**src/hw/rtl/crp_pkg.sv**
```systemverilog
// Package for the cube rotate and project block: widths, register indexes,
// corner sign table, datapath operation codes and the controller state type.
// Depends on nothing; every other file of the block but crp_div uses it.
`timescale 1ns / 1ps

package crp_pkg;

  localparam int FRAC_BITS_DEF = 14;
  localparam int NUM_CORNERS   = 8;
  localparam int NUM_DIMS      = 3;
  localparam int MAT_FRAC      = 14;
  localparam int BASIS_W       = 18;
  localparam int CORNER_W      = 20;
  localparam int MUL_A_W       = 20;
  localparam int MUL_B_W       = 19;
  localparam int PROD_W        = MUL_A_W + MUL_B_W;
  localparam int DEPTH_W       = 8;
  localparam int SCALE_W       = 10;
  localparam int CTR_W         = 12;
  localparam int DS_W          = DEPTH_W + SCALE_W;
  localparam int NUM_W         = 37;
  localparam int CFG_W         = 48;
  localparam int CFG_IDX_W     = 3;
  localparam int SCR_W         = 16;
  localparam int MASK_W        = 6;
  localparam int IDX_W         = 3;

  localparam logic [CFG_IDX_W-1:0] REG_MROW0  = 3'd0;
  localparam logic [CFG_IDX_W-1:0] REG_MROW1  = 3'd1;
  localparam logic [CFG_IDX_W-1:0] REG_MROW2  = 3'd2;
  localparam logic [CFG_IDX_W-1:0] REG_DEPTH  = 3'd3;
  localparam logic [CFG_IDX_W-1:0] REG_SCALE  = 3'd4;
  localparam logic [CFG_IDX_W-1:0] REG_CTR_X  = 3'd5;
  localparam logic [CFG_IDX_W-1:0] REG_CTR_Y  = 3'd6;

  // Bit v set means basis vector v enters the corner negated.
  localparam logic [NUM_DIMS-1:0] CORNER_NEG [NUM_CORNERS] = '{
    3'b000, 3'b010, 3'b110, 3'b100, 3'b101, 3'b001, 3'b011, 3'b111
  };

  localparam logic [IDX_W-1:0] LAST_CORNER = 3'd7;
  localparam logic [1:0]       LAST_DIM    = 2'd2;

  typedef enum logic [3:0] {
    OP_NONE,
    OP_IDENT,
    OP_ROT_MUL,
    OP_ROT_ACC,
    OP_ROT_SAT,
    OP_DS_MUL,
    OP_DS_ST,
    OP_FACE_MUL,
    OP_FACE_CMP,
    OP_CORNER,
    OP_MUL_C,
    OP_DIV_GO,
    OP_DIV_ST,
    OP_EMIT
  } dp_op_t;

  typedef enum logic [3:0] {
    ST_IDLE,
    ST_IDENT,
    ST_ROT_MUL,
    ST_ROT_ACC,
    ST_ROT_SAT,
    ST_DS_MUL,
    ST_DS_ST,
    ST_FACE_MUL,
    ST_FACE_CMP,
    ST_CORNER,
    ST_MUL,
    ST_DIV_GO,
    ST_DIV_WAIT,
    ST_DIV_ST,
    ST_EMIT
  } state_t;

  typedef struct packed {
    dp_op_t           op;
    logic [1:0]       v;
    logic [1:0]       i;
    logic [1:0]       j;
    logic [IDX_W-1:0] k;
    logic             axis;
  } crp_cmd_t;

  typedef struct packed {
    logic clip;
    logic div_busy;
    logic out_free;
  } crp_stat_t;

endpackage

```
**src/hw/rtl/crp_if.sv**
```systemverilog
// Channel interfaces of the cube rotate and project block: frame input and
// corner result, each with valid, ready and payload. Depends on crp_pkg.
`timescale 1ns / 1ps

interface crp_in_if;
  logic valid;
  logic ready;
  logic do_rotate;
  logic restart;

  modport source (output valid, output do_rotate, output restart, input ready);
  modport sink (input valid, input do_rotate, input restart, output ready);
endinterface

interface crp_out_if;
  logic                              valid;
  logic                              ready;
  logic        [crp_pkg::IDX_W-1:0]  corner_index;
  logic signed [crp_pkg::SCR_W-1:0]  screen_x;
  logic signed [crp_pkg::SCR_W-1:0]  screen_y;
  logic                              clipped;
  logic        [crp_pkg::MASK_W-1:0] face_mask;
  logic                              last_corner;

  modport source (output valid, output corner_index, output screen_x, output screen_y,
                  output clipped, output face_mask, output last_corner, input ready);
  modport sink (input valid, input corner_index, input screen_x, input screen_y,
                input clipped, input face_mask, input last_corner, output ready);
endinterface

```
**src/hw/rtl/cube_rotate_project.sv**
```systemverilog
// Top level of the cube rotate and project block: one frame transaction in,
// eight corner transactions out; a new frame is taken only when the block is idle.
// Restart adds an identity load and rotation adds the rotation steps;
// a clipped corner skips the division.
// Synchronous active-low reset restores the identity basis and register defaults.
// Depends on crp_pkg, crp_if, crp_ctrl, crp_dp and crp_div.
`timescale 1ns / 1ps

module cube_rotate_project #(
  parameter int FRAC_BITS = crp_pkg::FRAC_BITS_DEF
) (
  input  logic                          clk,
  input  logic                          rst_n,
  crp_in_if.sink                        in_ch,
  crp_out_if.source                     out_ch,
  input  logic                          cfg_we,
  input  logic [crp_pkg::CFG_IDX_W-1:0] cfg_idx,
  input  logic [crp_pkg::CFG_W-1:0]     cfg_data
);

  // The controller walks one frame at a time: an optional identity load, the
  // 27 multiply-accumulate steps of the rotation, the depth-times-scale
  // product, three face tests and then eight corners. An unclipped corner takes
  // a multiply, a division and a centre-add for x and then for y; a clipped one
  // only a multiply. Each is placed in the output register. The input channel
  // is ready only while the controller is idle, so a new frame transaction can
  // be taken while the last corner still waits in the output register.

  crp_pkg::crp_cmd_t  cmd;
  crp_pkg::crp_stat_t stat;

  crp_ctrl u_crp_ctrl (
    .clk   (clk),
    .rst_n (rst_n),
    .in_ch (in_ch),
    .stat  (stat),
    .cmd   (cmd)
  );

  // The datapath holds the configuration registers as well; the user must write
  // them only while the block is idle, which the block itself does not enforce.
  crp_dp #(
    .FRAC_BITS (FRAC_BITS)
  ) u_crp_dp (
    .clk      (clk),
    .rst_n    (rst_n),
    .cmd      (cmd),
    .stat     (stat),
    .cfg_we   (cfg_we),
    .cfg_idx  (cfg_idx),
    .cfg_data (cfg_data),
    .out_ch   (out_ch)
  );

endmodule

```
**src/hw/rtl/crp_div.sv**
```systemverilog
// Bit-serial restoring divider for the projection, one quotient bit a cycle.
// Depends on crp_pkg for nothing but is sized by its parameters.
`timescale 1ns / 1ps

module crp_div #(
  parameter int NUM_W = 37,
  parameter int DEN_W = 23
) (
  input  logic             clk,
  input  logic             rst_n,
  input  logic             start,
  input  logic [NUM_W-1:0] num,
  input  logic [DEN_W-1:0] den,
  output logic             busy,
  output logic [NUM_W-1:0] quo
);

  localparam int CNT_W = $clog2(NUM_W + 1);

  logic [CNT_W-1:0] cnt_r, cnt_nxt;
  logic [NUM_W-1:0] sh_r, sh_nxt;
  logic [DEN_W-1:0] rem_r, rem_nxt;
  logic [DEN_W-1:0] den_r;
  logic [DEN_W:0]   trial;
  logic             fit;

  always_comb begin
    trial   = {rem_r, sh_r[NUM_W-1]};
    fit     = trial >= {1'b0, den_r};
    cnt_nxt = cnt_r;
    sh_nxt  = sh_r;
    rem_nxt = rem_r;
    if (start) begin
      cnt_nxt = CNT_W'(NUM_W);
      sh_nxt  = num;
      rem_nxt = '0;
    end else if (cnt_r != '0) begin
      cnt_nxt = cnt_r - 1'b1;
      sh_nxt  = {sh_r[NUM_W-2:0], fit};
      rem_nxt = fit ? DEN_W'(trial - {1'b0, den_r}) : trial[DEN_W-1:0];
    end
  end

  always_ff @(posedge clk) begin
    if (!rst_n) begin
      cnt_r <= '0;
    end else begin
      cnt_r <= cnt_nxt;
    end
  end

  always_ff @(posedge clk) begin
    sh_r  <= sh_nxt;
    rem_r <= rem_nxt;
    if (start) begin
      den_r <= den;
    end
  end

  assign busy = cnt_r != '0;
  assign quo  = sh_r;

endmodule

```
**src/hw/rtl/crp_ctrl.sv**
```systemverilog
// Controller of the cube rotate and project block: sequences rotation,
// face test and the eight corner projections. Depends on crp_pkg and crp_if.
`timescale 1ns / 1ps

module crp_ctrl (
  input  logic               clk,
  input  logic               rst_n,
  crp_in_if.sink             in_ch,
  input  crp_pkg::crp_stat_t stat,
  output crp_pkg::crp_cmd_t  cmd
);

  crp_pkg::state_t state_r, state_nxt;
  logic [1:0]                v_r, v_nxt, i_r, i_nxt, j_r, j_nxt;
  logic [crp_pkg::IDX_W-1:0] k_r, k_nxt;
  logic                      axis_r, axis_nxt;
  logic                      rot_r, rot_nxt;

  always_comb begin
    state_nxt = state_r;
    v_nxt     = v_r;
    i_nxt     = i_r;
    j_nxt     = j_r;
    k_nxt     = k_r;
    axis_nxt  = axis_r;
    rot_nxt   = rot_r;
    case (state_r)
      crp_pkg::ST_IDLE: begin
        if (in_ch.valid) begin
          rot_nxt = in_ch.do_rotate;
          v_nxt = '0;
          i_nxt = '0;
          j_nxt = '0;
          k_nxt = '0;
          axis_nxt = 1'b0;
          if (in_ch.restart) state_nxt = crp_pkg::ST_IDENT;
          else if (in_ch.do_rotate) state_nxt = crp_pkg::ST_ROT_MUL;
          else state_nxt = crp_pkg::ST_DS_MUL;
        end
      end
      crp_pkg::ST_IDENT: begin
        state_nxt = rot_r ? crp_pkg::ST_ROT_MUL : crp_pkg::ST_DS_MUL;
      end
      crp_pkg::ST_ROT_MUL: state_nxt = crp_pkg::ST_ROT_ACC;
      crp_pkg::ST_ROT_ACC: begin
        if (j_r == crp_pkg::LAST_DIM) begin
          j_nxt = '0;
          state_nxt = crp_pkg::ST_ROT_SAT;
        end else begin
          j_nxt = j_r + 1'b1;
          state_nxt = crp_pkg::ST_ROT_MUL;
        end
      end
      crp_pkg::ST_ROT_SAT: begin
        if (i_r == crp_pkg::LAST_DIM) begin
          i_nxt = '0;
          if (v_r == crp_pkg::LAST_DIM) begin
            v_nxt = '0;
            state_nxt = crp_pkg::ST_DS_MUL;
          end else begin
            v_nxt = v_r + 1'b1;
            state_nxt = crp_pkg::ST_ROT_MUL;
          end
        end else begin
          i_nxt = i_r + 1'b1;
          state_nxt = crp_pkg::ST_ROT_MUL;
        end
      end
      crp_pkg::ST_DS_MUL: state_nxt = crp_pkg::ST_DS_ST;
      crp_pkg::ST_DS_ST: state_nxt = crp_pkg::ST_FACE_MUL;
      crp_pkg::ST_FACE_MUL: state_nxt = crp_pkg::ST_FACE_CMP;
      crp_pkg::ST_FACE_CMP: begin
        if (v_r == crp_pkg::LAST_DIM) begin
          v_nxt = '0;
          state_nxt = crp_pkg::ST_CORNER;
        end else begin
          v_nxt = v_r + 1'b1;
          state_nxt = crp_pkg::ST_FACE_MUL;
        end
      end
      crp_pkg::ST_CORNER: state_nxt = crp_pkg::ST_MUL;
      crp_pkg::ST_MUL: begin
        state_nxt = stat.clip ? crp_pkg::ST_EMIT : crp_pkg::ST_DIV_GO;
      end
      crp_pkg::ST_DIV_GO: state_nxt = crp_pkg::ST_DIV_WAIT;
      crp_pkg::ST_DIV_WAIT: begin
        if (!stat.div_busy) state_nxt = crp_pkg::ST_DIV_ST;
      end
      crp_pkg::ST_DIV_ST: begin
        if (axis_r) begin
          axis_nxt = 1'b0;
          state_nxt = crp_pkg::ST_EMIT;
        end else begin
          axis_nxt = 1'b1;
          state_nxt = crp_pkg::ST_MUL;
        end
      end
      crp_pkg::ST_EMIT: begin
        if (stat.out_free) begin
          axis_nxt = 1'b0;
          if (k_r == crp_pkg::LAST_CORNER) begin
            state_nxt = crp_pkg::ST_IDLE;
          end else begin
            k_nxt = k_r + 1'b1;
            state_nxt = crp_pkg::ST_CORNER;
          end
        end
      end
      default: state_nxt = crp_pkg::ST_IDLE;
    endcase
  end

  always_comb begin
    cmd      = '0;
    cmd.op   = crp_pkg::OP_NONE;
    cmd.v    = v_r;
    cmd.i    = i_r;
    cmd.j    = j_r;
    cmd.k    = k_r;
    cmd.axis = axis_r;
    in_ch.ready = 1'b0;
    case (state_r)
      crp_pkg::ST_IDLE:     in_ch.ready = 1'b1;
      crp_pkg::ST_IDENT:    cmd.op = crp_pkg::OP_IDENT;
      crp_pkg::ST_ROT_MUL:  cmd.op = crp_pkg::OP_ROT_MUL;
      crp_pkg::ST_ROT_ACC:  cmd.op = crp_pkg::OP_ROT_ACC;
      crp_pkg::ST_ROT_SAT:  cmd.op = crp_pkg::OP_ROT_SAT;
      crp_pkg::ST_DS_MUL:   cmd.op = crp_pkg::OP_DS_MUL;
      crp_pkg::ST_DS_ST:    cmd.op = crp_pkg::OP_DS_ST;
      crp_pkg::ST_FACE_MUL: cmd.op = crp_pkg::OP_FACE_MUL;
      crp_pkg::ST_FACE_CMP: cmd.op = crp_pkg::OP_FACE_CMP;
      crp_pkg::ST_CORNER:   cmd.op = crp_pkg::OP_CORNER;
      crp_pkg::ST_MUL:      cmd.op = crp_pkg::OP_MUL_C;
      crp_pkg::ST_DIV_GO:   cmd.op = crp_pkg::OP_DIV_GO;
      crp_pkg::ST_DIV_WAIT: cmd.op = crp_pkg::OP_NONE;
      crp_pkg::ST_DIV_ST:   cmd.op = crp_pkg::OP_DIV_ST;
      crp_pkg::ST_EMIT: begin
        cmd.op = stat.out_free ? crp_pkg::OP_EMIT : crp_pkg::OP_NONE;
      end
      default:              cmd.op = crp_pkg::OP_NONE;
    endcase
  end

  always_ff @(posedge clk) begin
    if (!rst_n) begin
      state_r <= crp_pkg::ST_IDLE;
      v_r     <= '0;
      i_r     <= '0;
      j_r     <= '0;
      k_r     <= '0;
      axis_r  <= 1'b0;
      rot_r   <= 1'b0;
    end else begin
      state_r <= state_nxt;
      v_r     <= v_nxt;
      i_r     <= i_nxt;
      j_r     <= j_nxt;
      k_r     <= k_nxt;
      axis_r  <= axis_nxt;
      rot_r   <= rot_nxt;
    end
  end

endmodule

```
**src/hw/rtl/crp_dp.sv**
```systemverilog
// Datapath of the cube rotate and project block: configuration registers,
// basis, shared multiplier, divider and output register.
// Depends on crp_pkg, crp_if and crp_div.
`timescale 1ns / 1ps

module crp_dp #(
  parameter int FRAC_BITS = crp_pkg::FRAC_BITS_DEF
) (
  input  logic                            clk,
  input  logic                            rst_n,
  input  crp_pkg::crp_cmd_t               cmd,
  output crp_pkg::crp_stat_t              stat,
  input  logic                            cfg_we,
  input  logic [crp_pkg::CFG_IDX_W-1:0]   cfg_idx,
  input  logic [crp_pkg::CFG_W-1:0]       cfg_data,
  crp_out_if.source                       out_ch
);

  localparam int BW     = crp_pkg::BASIS_W;
  localparam int CW     = crp_pkg::CORNER_W;
  localparam int PW     = crp_pkg::PROD_W;
  localparam int DEN_W  = crp_pkg::DEPTH_W + FRAC_BITS + 2;
  localparam int DIV_W  = DEN_W - 1;
  localparam int NW     = crp_pkg::NUM_W;
  localparam int SUM_W  = NW + 2;
  localparam int SW     = crp_pkg::SCR_W;
  localparam logic signed [BW-1:0] BASIS_ONE = (FRAC_BITS >= BW - 1) ?
      {1'b0, {(BW-1){1'b1}}} : BW'(1) << FRAC_BITS;
  localparam logic signed [BW-1:0] BASIS_MAX = {1'b0, {(BW-1){1'b1}}};
  localparam logic signed [BW-1:0] BASIS_MIN = {1'b1, {(BW-1){1'b0}}};
  localparam logic signed [PW-1:0] FACE_ONE  = PW'(1) << FRAC_BITS;
  localparam logic signed [PW-1:0] ROUND_C   = PW'(1) << (crp_pkg::MAT_FRAC - 1);
  localparam logic signed [SUM_W-1:0] SCR_MAX = SUM_W'(32767);
  localparam logic signed [SUM_W-1:0] SCR_MIN = -SUM_W'(32768);

  // Configuration registers.
  logic [crp_pkg::CFG_W-1:0]   mrow_r [crp_pkg::NUM_DIMS];
  logic [crp_pkg::DEPTH_W-1:0] depth_r;
  logic [crp_pkg::SCALE_W-1:0] scale_r;
  logic [crp_pkg::CTR_W-1:0]   ctrx_r, ctry_r;

  always_ff @(posedge clk) begin
    if (!rst_n) begin
      mrow_r[0] <= '0;
      mrow_r[1] <= '0;
      mrow_r[2] <= '0;
      depth_r   <= 8'd5;
      scale_r   <= 10'd200;
      ctrx_r    <= 12'd600;
      ctry_r    <= 12'd400;
    end else if (cfg_we) begin
      case (cfg_idx)
        crp_pkg::REG_MROW0: mrow_r[0] <= cfg_data;
        crp_pkg::REG_MROW1: mrow_r[1] <= cfg_data;
        crp_pkg::REG_MROW2: mrow_r[2] <= cfg_data;
        crp_pkg::REG_DEPTH: depth_r <= cfg_data[crp_pkg::DEPTH_W-1:0];
        crp_pkg::REG_SCALE: scale_r <= cfg_data[crp_pkg::SCALE_W-1:0];
        crp_pkg::REG_CTR_X: ctrx_r <= cfg_data[crp_pkg::CTR_W-1:0];
        crp_pkg::REG_CTR_Y: ctry_r <= cfg_data[crp_pkg::CTR_W-1:0];
        default: ;
      endcase
    end
  end

  logic signed [BW-1:0] b_r   [crp_pkg::NUM_DIMS][crp_pkg::NUM_DIMS];
  logic signed [BW-1:0] tmp_r [2];
  logic signed [PW-1:0] prod_r, prod_nxt, acc_r;
  logic signed [crp_pkg::MUL_A_W-1:0] mul_a;
  logic signed [crp_pkg::MUL_B_W-1:0] mul_b;
  logic signed [15:0]   m_ent;
  logic signed [BW-1:0] b_sel, rnew;
  logic signed [PW-1:0] acc_sh;
  logic [crp_pkg::DS_W-1:0]   ds_r;
  logic [crp_pkg::MASK_W-1:0] mask_r;
  logic signed [CW-1:0] c_nxt [crp_pkg::NUM_DIMS];
  logic signed [CW-1:0] c_r   [2];
  logic signed [DEN_W-1:0] den_nxt, den_r;
  logic                 clip_r, nneg_r;
  logic [crp_pkg::NUM_DIMS-1:0] neg;
  logic signed [PW-1:0] mag;
  logic [NW-1:0]        quo;
  logic                 div_busy;
  logic signed [SUM_W-1:0] q_s, sum_s;
  logic signed [SW-1:0] sat_s;
  logic signed [SW-1:0] scr_r [2];
  logic                 pos_f, neg_f;
  logic                 out_valid_r;

  assign m_ent = mrow_r[cmd.i][16*cmd.j +: 16];
  assign b_sel = b_r[cmd.v][cmd.j];

  // Shared multiplier; its register runs freely and is read in the cycle after its operands.
  always_comb begin
    mul_a = '0;
    mul_b = '0;
    case (cmd.op)
      crp_pkg::OP_ROT_MUL: begin
        mul_a = crp_pkg::MUL_A_W'(b_sel);
        mul_b = crp_pkg::MUL_B_W'(m_ent);
      end
      crp_pkg::OP_DS_MUL: begin
        mul_a = crp_pkg::MUL_A_W'(depth_r);
        mul_b = crp_pkg::MUL_B_W'(scale_r);
      end
      crp_pkg::OP_FACE_MUL: begin
        mul_a = crp_pkg::MUL_A_W'(b_r[cmd.v][2]);
        mul_b = crp_pkg::MUL_B_W'(depth_r);
      end
      crp_pkg::OP_MUL_C: begin
        mul_a = c_r[cmd.axis];
        mul_b = $signed({1'b0, ds_r});
      end
      default: ;
    endcase
    prod_nxt = mul_a * mul_b;
  end

  always_ff @(posedge clk) begin
    prod_r <= prod_nxt;
  end

  // Rotation accumulate, round and saturate.
  always_comb begin
    acc_sh = acc_r >>> crp_pkg::MAT_FRAC;
    if (acc_sh > PW'(BASIS_MAX)) rnew = BASIS_MAX;
    else if (acc_sh < PW'(BASIS_MIN)) rnew = BASIS_MIN;
    else rnew = acc_sh[BW-1:0];
  end

  always_ff @(posedge clk) begin
    if (cmd.op == crp_pkg::OP_ROT_MUL && cmd.j == '0) begin
      acc_r <= ROUND_C;
    end else if (cmd.op == crp_pkg::OP_ROT_ACC) begin
      acc_r <= acc_r + prod_r;
    end
    if (cmd.op == crp_pkg::OP_ROT_SAT && cmd.i != crp_pkg::LAST_DIM) begin
      tmp_r[cmd.i[0]] <= rnew;
    end
  end

  always_ff @(posedge clk) begin
    if (!rst_n || cmd.op == crp_pkg::OP_IDENT) begin
      for (int v = 0; v < crp_pkg::NUM_DIMS; v++) begin
        for (int i = 0; i < crp_pkg::NUM_DIMS; i++) begin
          b_r[v][i] <= (v == i) ? BASIS_ONE : '0;
        end
      end
    end else if (cmd.op == crp_pkg::OP_ROT_SAT && cmd.i == crp_pkg::LAST_DIM) begin
      b_r[cmd.v][0] <= tmp_r[0];
      b_r[cmd.v][1] <= tmp_r[1];
      b_r[cmd.v][2] <= rnew;
    end
  end

  // Face visibility; a zero depth compares the normal against zero.
  always_comb begin
    if (depth_r == '0) begin
      pos_f = b_r[cmd.v][2] > 0;
      neg_f = b_r[cmd.v][2] < 0;
    end else begin
      pos_f = prod_r > FACE_ONE;
      neg_f = prod_r < -FACE_ONE;
    end
  end

  always_ff @(posedge clk) begin
    if (cmd.op == crp_pkg::OP_DS_ST) begin
      ds_r   <= prod_r[crp_pkg::DS_W-1:0];
      mask_r <= '0;
    end else if (cmd.op == crp_pkg::OP_FACE_CMP) begin
      mask_r[{cmd.v, 1'b0}] <= pos_f;
      mask_r[{cmd.v, 1'b1}] <= neg_f;
    end
  end

  // Corner sums and perspective denominator.
  always_comb begin
    neg = crp_pkg::CORNER_NEG[cmd.k];
    for (int i = 0; i < crp_pkg::NUM_DIMS; i++) begin
      c_nxt[i] = '0;
      for (int v = 0; v < crp_pkg::NUM_DIMS; v++) begin
        c_nxt[i] = neg[v] ? c_nxt[i] - CW'(b_r[v][i]) : c_nxt[i] + CW'(b_r[v][i]);
      end
    end
    den_nxt = (DEN_W'(depth_r) << FRAC_BITS) - DEN_W'(c_nxt[2]);
  end

  always_ff @(posedge clk) begin
    if (cmd.op == crp_pkg::OP_CORNER) begin
      c_r[0] <= c_nxt[0];
      c_r[1] <= c_nxt[1];
      den_r  <= den_nxt;
    end
  end

  always_ff @(posedge clk) begin
    if (!rst_n) begin
      clip_r <= 1'b0;
    end else if (cmd.op == crp_pkg::OP_CORNER) begin
      clip_r <= den_nxt <= 0;
    end
  end

  assign mag = prod_r[PW-1] ? -prod_r : prod_r;

  crp_div #(
    .NUM_W (NW),
    .DEN_W (DIV_W)
  ) u_crp_div (
    .clk   (clk),
    .rst_n (rst_n),
    .start (cmd.op == crp_pkg::OP_DIV_GO),
    .num   (mag[NW-1:0]),
    .den   (den_r[DIV_W-1:0]),
    .busy  (div_busy),
    .quo   (quo)
  );

  always_comb begin
    q_s   = nneg_r ? -SUM_W'({1'b0, quo}) : SUM_W'({1'b0, quo});
    sum_s = q_s + SUM_W'({1'b0, (cmd.axis ? ctry_r : ctrx_r)});
    if (sum_s > SCR_MAX) sat_s = SCR_MAX[SW-1:0];
    else if (sum_s < SCR_MIN) sat_s = SCR_MIN[SW-1:0];
    else sat_s = sum_s[SW-1:0];
  end

  always_ff @(posedge clk) begin
    if (cmd.op == crp_pkg::OP_DIV_GO) begin
      nneg_r <= prod_r[PW-1];
    end
    if (cmd.op == crp_pkg::OP_DIV_ST) begin
      scr_r[cmd.axis] <= sat_s;
    end
  end

  // Output register; it frees itself as soon as the sink takes the corner.
  always_ff @(posedge clk) begin
    if (!rst_n) begin
      out_valid_r <= 1'b0;
    end else if (cmd.op == crp_pkg::OP_EMIT) begin
      out_valid_r <= 1'b1;
    end else if (out_ch.ready) begin
      out_valid_r <= 1'b0;
    end
  end

  always_ff @(posedge clk) begin
    if (cmd.op == crp_pkg::OP_EMIT) begin
      out_ch.corner_index <= cmd.k;
      out_ch.clipped      <= clip_r;
      out_ch.face_mask    <= mask_r;
      out_ch.last_corner  <= cmd.k == crp_pkg::LAST_CORNER;
      if (clip_r) begin
        out_ch.screen_x <= c_r[0][CW-1] ? SCR_MIN[SW-1:0] : SCR_MAX[SW-1:0];
        out_ch.screen_y <= c_r[1][CW-1] ? SCR_MIN[SW-1:0] : SCR_MAX[SW-1:0];
      end else begin
        out_ch.screen_x <= scr_r[0];
        out_ch.screen_y <= scr_r[1];
      end
    end
  end

  assign out_ch.valid  = out_valid_r;
  assign stat.clip     = clip_r;
  assign stat.div_busy = div_busy;
  assign stat.out_free = !out_valid_r || out_ch.ready;

endmodule

```
**src/flat_wrapper.sv**
```systemverilog
// flat-port wrapper written by rule: the top's interface ports become plain ports
module cube_rotate_project_flat 
#(
  parameter int FRAC_BITS = crp_pkg::FRAC_BITS_DEF
)
  (clk, rst_n, cfg_we, cfg_idx, cfg_data, in_ch_valid, in_ch_do_rotate, in_ch_restart, in_ch_ready, out_ch_valid, out_ch_corner_index, out_ch_screen_x, out_ch_screen_y, out_ch_clipped, out_ch_face_mask, out_ch_last_corner, out_ch_ready);
  crp_in_if in_ch_i ();
  crp_out_if out_ch_i ();
  input  logic clk;
  input  logic rst_n;
  input  logic cfg_we;
  input  logic [crp_pkg::CFG_IDX_W-1:0] cfg_idx;
  input  logic [crp_pkg::CFG_W-1:0] cfg_data;
  input wire logic [$bits(in_ch_i.valid)-1:0] in_ch_valid;
  input wire logic [$bits(in_ch_i.do_rotate)-1:0] in_ch_do_rotate;
  input wire logic [$bits(in_ch_i.restart)-1:0] in_ch_restart;
  output wire logic [$bits(in_ch_i.ready)-1:0] in_ch_ready;
  output wire logic [$bits(out_ch_i.valid)-1:0] out_ch_valid;
  output wire logic [$bits(out_ch_i.corner_index)-1:0] out_ch_corner_index;
  output wire logic [$bits(out_ch_i.screen_x)-1:0] out_ch_screen_x;
  output wire logic [$bits(out_ch_i.screen_y)-1:0] out_ch_screen_y;
  output wire logic [$bits(out_ch_i.clipped)-1:0] out_ch_clipped;
  output wire logic [$bits(out_ch_i.face_mask)-1:0] out_ch_face_mask;
  output wire logic [$bits(out_ch_i.last_corner)-1:0] out_ch_last_corner;
  input wire logic [$bits(out_ch_i.ready)-1:0] out_ch_ready;
  assign in_ch_i.valid = in_ch_valid;
  assign in_ch_i.do_rotate = in_ch_do_rotate;
  assign in_ch_i.restart = in_ch_restart;
  assign in_ch_ready = in_ch_i.ready;
  assign out_ch_valid = out_ch_i.valid;
  assign out_ch_corner_index = out_ch_i.corner_index;
  assign out_ch_screen_x = out_ch_i.screen_x;
  assign out_ch_screen_y = out_ch_i.screen_y;
  assign out_ch_clipped = out_ch_i.clipped;
  assign out_ch_face_mask = out_ch_i.face_mask;
  assign out_ch_last_corner = out_ch_i.last_corner;
  assign out_ch_i.ready = out_ch_ready;
  cube_rotate_project #(.FRAC_BITS(FRAC_BITS)) u_core (.clk(clk), .rst_n(rst_n), .in_ch(in_ch_i), .out_ch(out_ch_i), .cfg_we(cfg_we), .cfg_idx(cfg_idx), .cfg_data(cfg_data));
endmodule
```
**config.mk**
```make
export PLATFORM = sky130hd
export DESIGN_NAME = cube_rotate_project_flat
export DESIGN_NICKNAME = d
export VERILOG_FILES = /design/src/hw/rtl/crp_pkg.sv /design/src/hw/rtl/crp_if.sv /design/src/hw/rtl/cube_rotate_project.sv /design/src/hw/rtl/crp_div.sv /design/src/hw/rtl/crp_ctrl.sv /design/src/hw/rtl/crp_dp.sv /design/src/flat_wrapper.sv
export SDC_FILE = /design/constraint.sdc
export NUM_CORES = 2
export LEC_CHECK = 0
export BUFFER_PORTS_ARGS = -buffer_cell sky130_fd_sc_hd__buf_2
export CAP_MARGIN = 20
export CORE_MARGIN = 1
export CORE_UTILIZATION = 36
export DETAILED_ROUTE_END_ITERATION = 10
export PLACE_DENSITY = 0.53
export SLEW_MARGIN = 0
export SYNTH_ARGS = -nofsm -noshare
export SYNTH_HDL_FRONTEND = slang
export SYNTH_SLANG_ARGS = --single-unit
```
**constraint.sdc**
```tcl
create_clock -name clk -period 14.3 [get_ports clk]
set_input_delay 2.86 -clock clk [delete_from_list [all_inputs] [get_ports clk]]
set_output_delay 2.86 -clock clk [all_outputs]
set_load 0.01 [all_outputs]
```
==> flow_metrics.py <==
metrics = {
    "status": {
        "status": "complete, no violations",
    },
    "clock_tree": {
        "insertion_delay_ps": 720,
        "clockBufferDepth": 3,
        "ctsResizeCount": 0,
        "numCtsBuffers": 87,
        "htree_levels": 3,
        "path_clk_slew_ps": 60,
        "root_buffer": "clkbuf_16",
        "cts.sinks": 790,
        "hold_buffers": 0,
        "cts_setup_buffers": 0,
        "cts_tree": "yes",
    },
    "sta": {
        "setup_viol_count_final": 0,
        "setup_tns_ps": 0,
        "tightest_slew_ps": 1100,
        "finalClockSkew_ps": 50.9,
        "period_share_pct": 71.7,
        "slew_viol_final": 0,
        "rsz0062_at_grt": "no",
        "min_period_ps": 10250,
        "fmax_mhz": 97.6,
        "setup_ws_ps": 4050,
        "hold_viol": 0,
        "slew_headroom_pct": 26.8,
    },
    "synthesis": {
        "seq_area_frac_synth_pct": 36.4,
        "yosysWarnings": 0,
        "ys_ff_latch": 790,
        "synthArstFlopShare_pct": 0,
        "synthCells": 6112,
        "synth_top_flop_cell": "edfxtp_1",
        "synth_area_um2": 60300,
        "avgSynthCellArea_um2": 9.87,
        "synth_edf_count": 613,
        "synth_top_area_share_pct": 30.5,
        "synth.distinct_cells": 96,
        "yosys.area.top_type": "edfxtp_1",
        "netlist_top_cells_area": "edfxtp_1 31%, fa_1 13%, ha_1 6.8%, dfxtp_1 5.9%, nand2_1 4.6%",
        "syn_nets": 6893,
    },
    "flow_run": {
        "cap_violations": 0,
    },
    "drt": {
        "drt-vias-per-instance": 5.34,
        "wirelength_mm": 178,
        "postRouteAntennaNets": 0,
        "dr.pass1.iters": 9,
        "drcViolationCount": 0,
        "vias": 45000,
        "wire_per_inst_um": 21.1,
        "drt-initial-drc-count": 3553,
    },
    "setup_path": {
        "crit_type": "register to register",
        "end_kind": "register",
        "crit_arrival_ps": 10890,
        "crit_top_cell": "fa_1",
        "critPathRequiredTime_ps": 14940,
        "startpoint": "u_core.u_crp_ctrl.state_r[0]",
        "path_max_fanout": 19,
        "cp_slowest_cell": "nand2_1",
        "timing.rr.start": "u_core.u_crp_ctrl.state_r[0]",
        "crit_family": "adder cells",
        "setup.worst_path.start_class": "register",
        "cpPeakStageDelay_ps": 840,
        "crit_buf_inv": 4,
    },
    "min_path": {
        "hp-start": "u_core.u_crp_dp.den_r[19]",
        "holdCritPathClass": "register to register",
    },
    "place": {
        "post-place-ws_ps": 4180,
        "dp_hpwl_mm": 135,
        "dpl_cell_area_um2": 63600,
        "gp_congestion": 0.911,
        "portBuffers": 102,
    },
    "grt": {
        "grt_pass1_wl_mm": 273,
        "grt_max_degree": 92,
        "grt_util_all_layers_pct": 21.1,
        "grt-ovfl-total": 0,
        "antenna_found_initial": 6,
        "grt_pass1_vias": 44500,
    },
    "power_and_ir_drop": {
        "powerDensity_nw_per_um2": 179,
        "total_power_mw": 11.9,
        "ir_worst_vdd_mv": 0.176,
        "p_leak_nw": 27.9,
    },
    "cells_and_area": {
        "syn_to_final_growth_pct": 10.4,
        "drive_gt1_share_pct": 8.48,
        "fin_nets": 6944,
        "multi_input_area_um2": 35100,
        "stdcell_area_um2": 66600,
        "num-fill-cells": 16200,
        "seq_area_um2": 22000,
        "fin_util_pct": 40.2,
    },
    "floorplanning": {
        "die_area_um2": 169000,
        "io_pins": 103,
        "initial_core_util_pct": 36.4,
        "core_area_um2": 166000,
        "rows": 149,
        "die_h_um": 411,
        "die_w_um": 411,
    },
}
[sequential cells by signal, indices dropped and copies added (netlist names), 18 cells and up, named ones only]
register / count
u_core.u_crp_dp.u_crp_div.den_r: 23
u_core.u_crp_dp.tmp_r: 36
u_core.u_crp_dp.acc_r: 39
u_core.u_crp_dp.prod_r: 39
u_core.u_crp_dp.u_crp_div.quo: 37
u_core.u_crp_dp.c_r: 40
u_core.u_crp_dp.b_r: 216
u_core.u_crp_dp.den_r: 23
u_core.u_crp_dp.scr_r: 32
u_core.u_crp_dp.mrow_r: 144
u_core.u_crp_dp.u_crp_div.rem_r: 23
u_core.u_crp_dp.ds_r: 18
[cell type report]
cell class | count | share of cell area, %
tap | 2189 | 4.11
inverter | 653 | 3.68
clock buffer | 103 | 3.45
multi-input combinational | 4433 | 52.8
clock inverter | 59 | 1.10
timing repair buffer | 198 | 1.90
sequential | 790 | 33.0
antenna | 5 | 0.0188
[logic make-up (layout without fill, tap and decap cells)]
logic type	after synthesis	after routing	synth area share, %
buffers and inverters	889	1013	5.57
and+or+nand+nor	1988	1988	15.2
adders and majority gates	723	723	19.9
muxes	179	179	4.48
AOI/OAI and AO/OA	1105	1105	12.0
DFF	790	790	36.4
other	0	5	0
xor gates and xnor gates	438	438	6.43
[layout by cell type, fill, tap and decap left out, drive strengths merged, types with 22 or more instances in the layout]
cell type,count
a21boi,51
or3,53
clkbuf,103
dfxtp,177
xor2,166
o22ai,23
buf,198
nand2,742
a21o,92
or4,25
nor3,122
xnor2,269
inv,655
mux2i,85
o41ai,33
o21bai,24
a31oi,22
a21oi,271
and2,81
o21a,31
clkinv,36
mux2,24
nand2b,56
and3,39
mux4,70
nor4,53
ha,328
nand3,102
edfxtp,613
o21ai,279
nor2,548
or2,26
fa,395
nor2b,45
o31ai,71
nand4,35
a211oi,54
[stage by stage]
stage / instances / hold WS [ps]
after floorplan: 6112 / 400
after detailed placement: 8262 / 405
after global placement: 8258 / 402
final: 8430 / 408
after global routing: 8425 / 419
after CTS: 8424 / 410
[path summary, 6_finish.rpt]
kind | to | cells past startpoint | slack, ps
max | u_core.u_crp_dp.prod_r[37] | 27 | 4050
min | u_core.u_crp_dp.u_crp_div.den_r[19] | 0 | 410
max reg2reg | u_core.u_crp_dp.prod_r[37] | 27 | 4050
min reg2reg | u_core.u_crp_dp.u_crp_div.den_r[19] | 0 | 410
[Yosys cell counts, drive strengths merged, types with 25 or more instances]
master,n
nand2,742
inv,652
edfxtp,613
nor2,548
fa,395
ha,328
o21ai,279
a21oi,271
xnor2,269
clkbuf,201
dfxtp,177
xor2,166
nor3,122
nand3,102
a21o,92
mux2i,85
and2,81
o31ai,71
mux4,70
nand2b,56
a211oi,54
nor4,53
or3,53
a21boi,51
nor2b,45
and3,39
buf,35
nand4,35
o41ai,33
o21a,31
or2,26
or4,25
[report_power, final]
group | total, mW | internal [mW] | switching, mW
sequential | 3.56 | 3.09 | 0.469
combinational | 5.99 | 2.29 | 3.70
clock | 2.38 | 1.38 | 0.998
[metal layers]
metal | routed length [µm] | GRT usage, %
met1 | 80100 | 29.2
met4 | 3680 | 5.08
met3 | 10700 | 2.97
met2 | 83700 | 34.8
met5 | 0 | 0
Note: power is estimated with default switching activity, not from simulation.
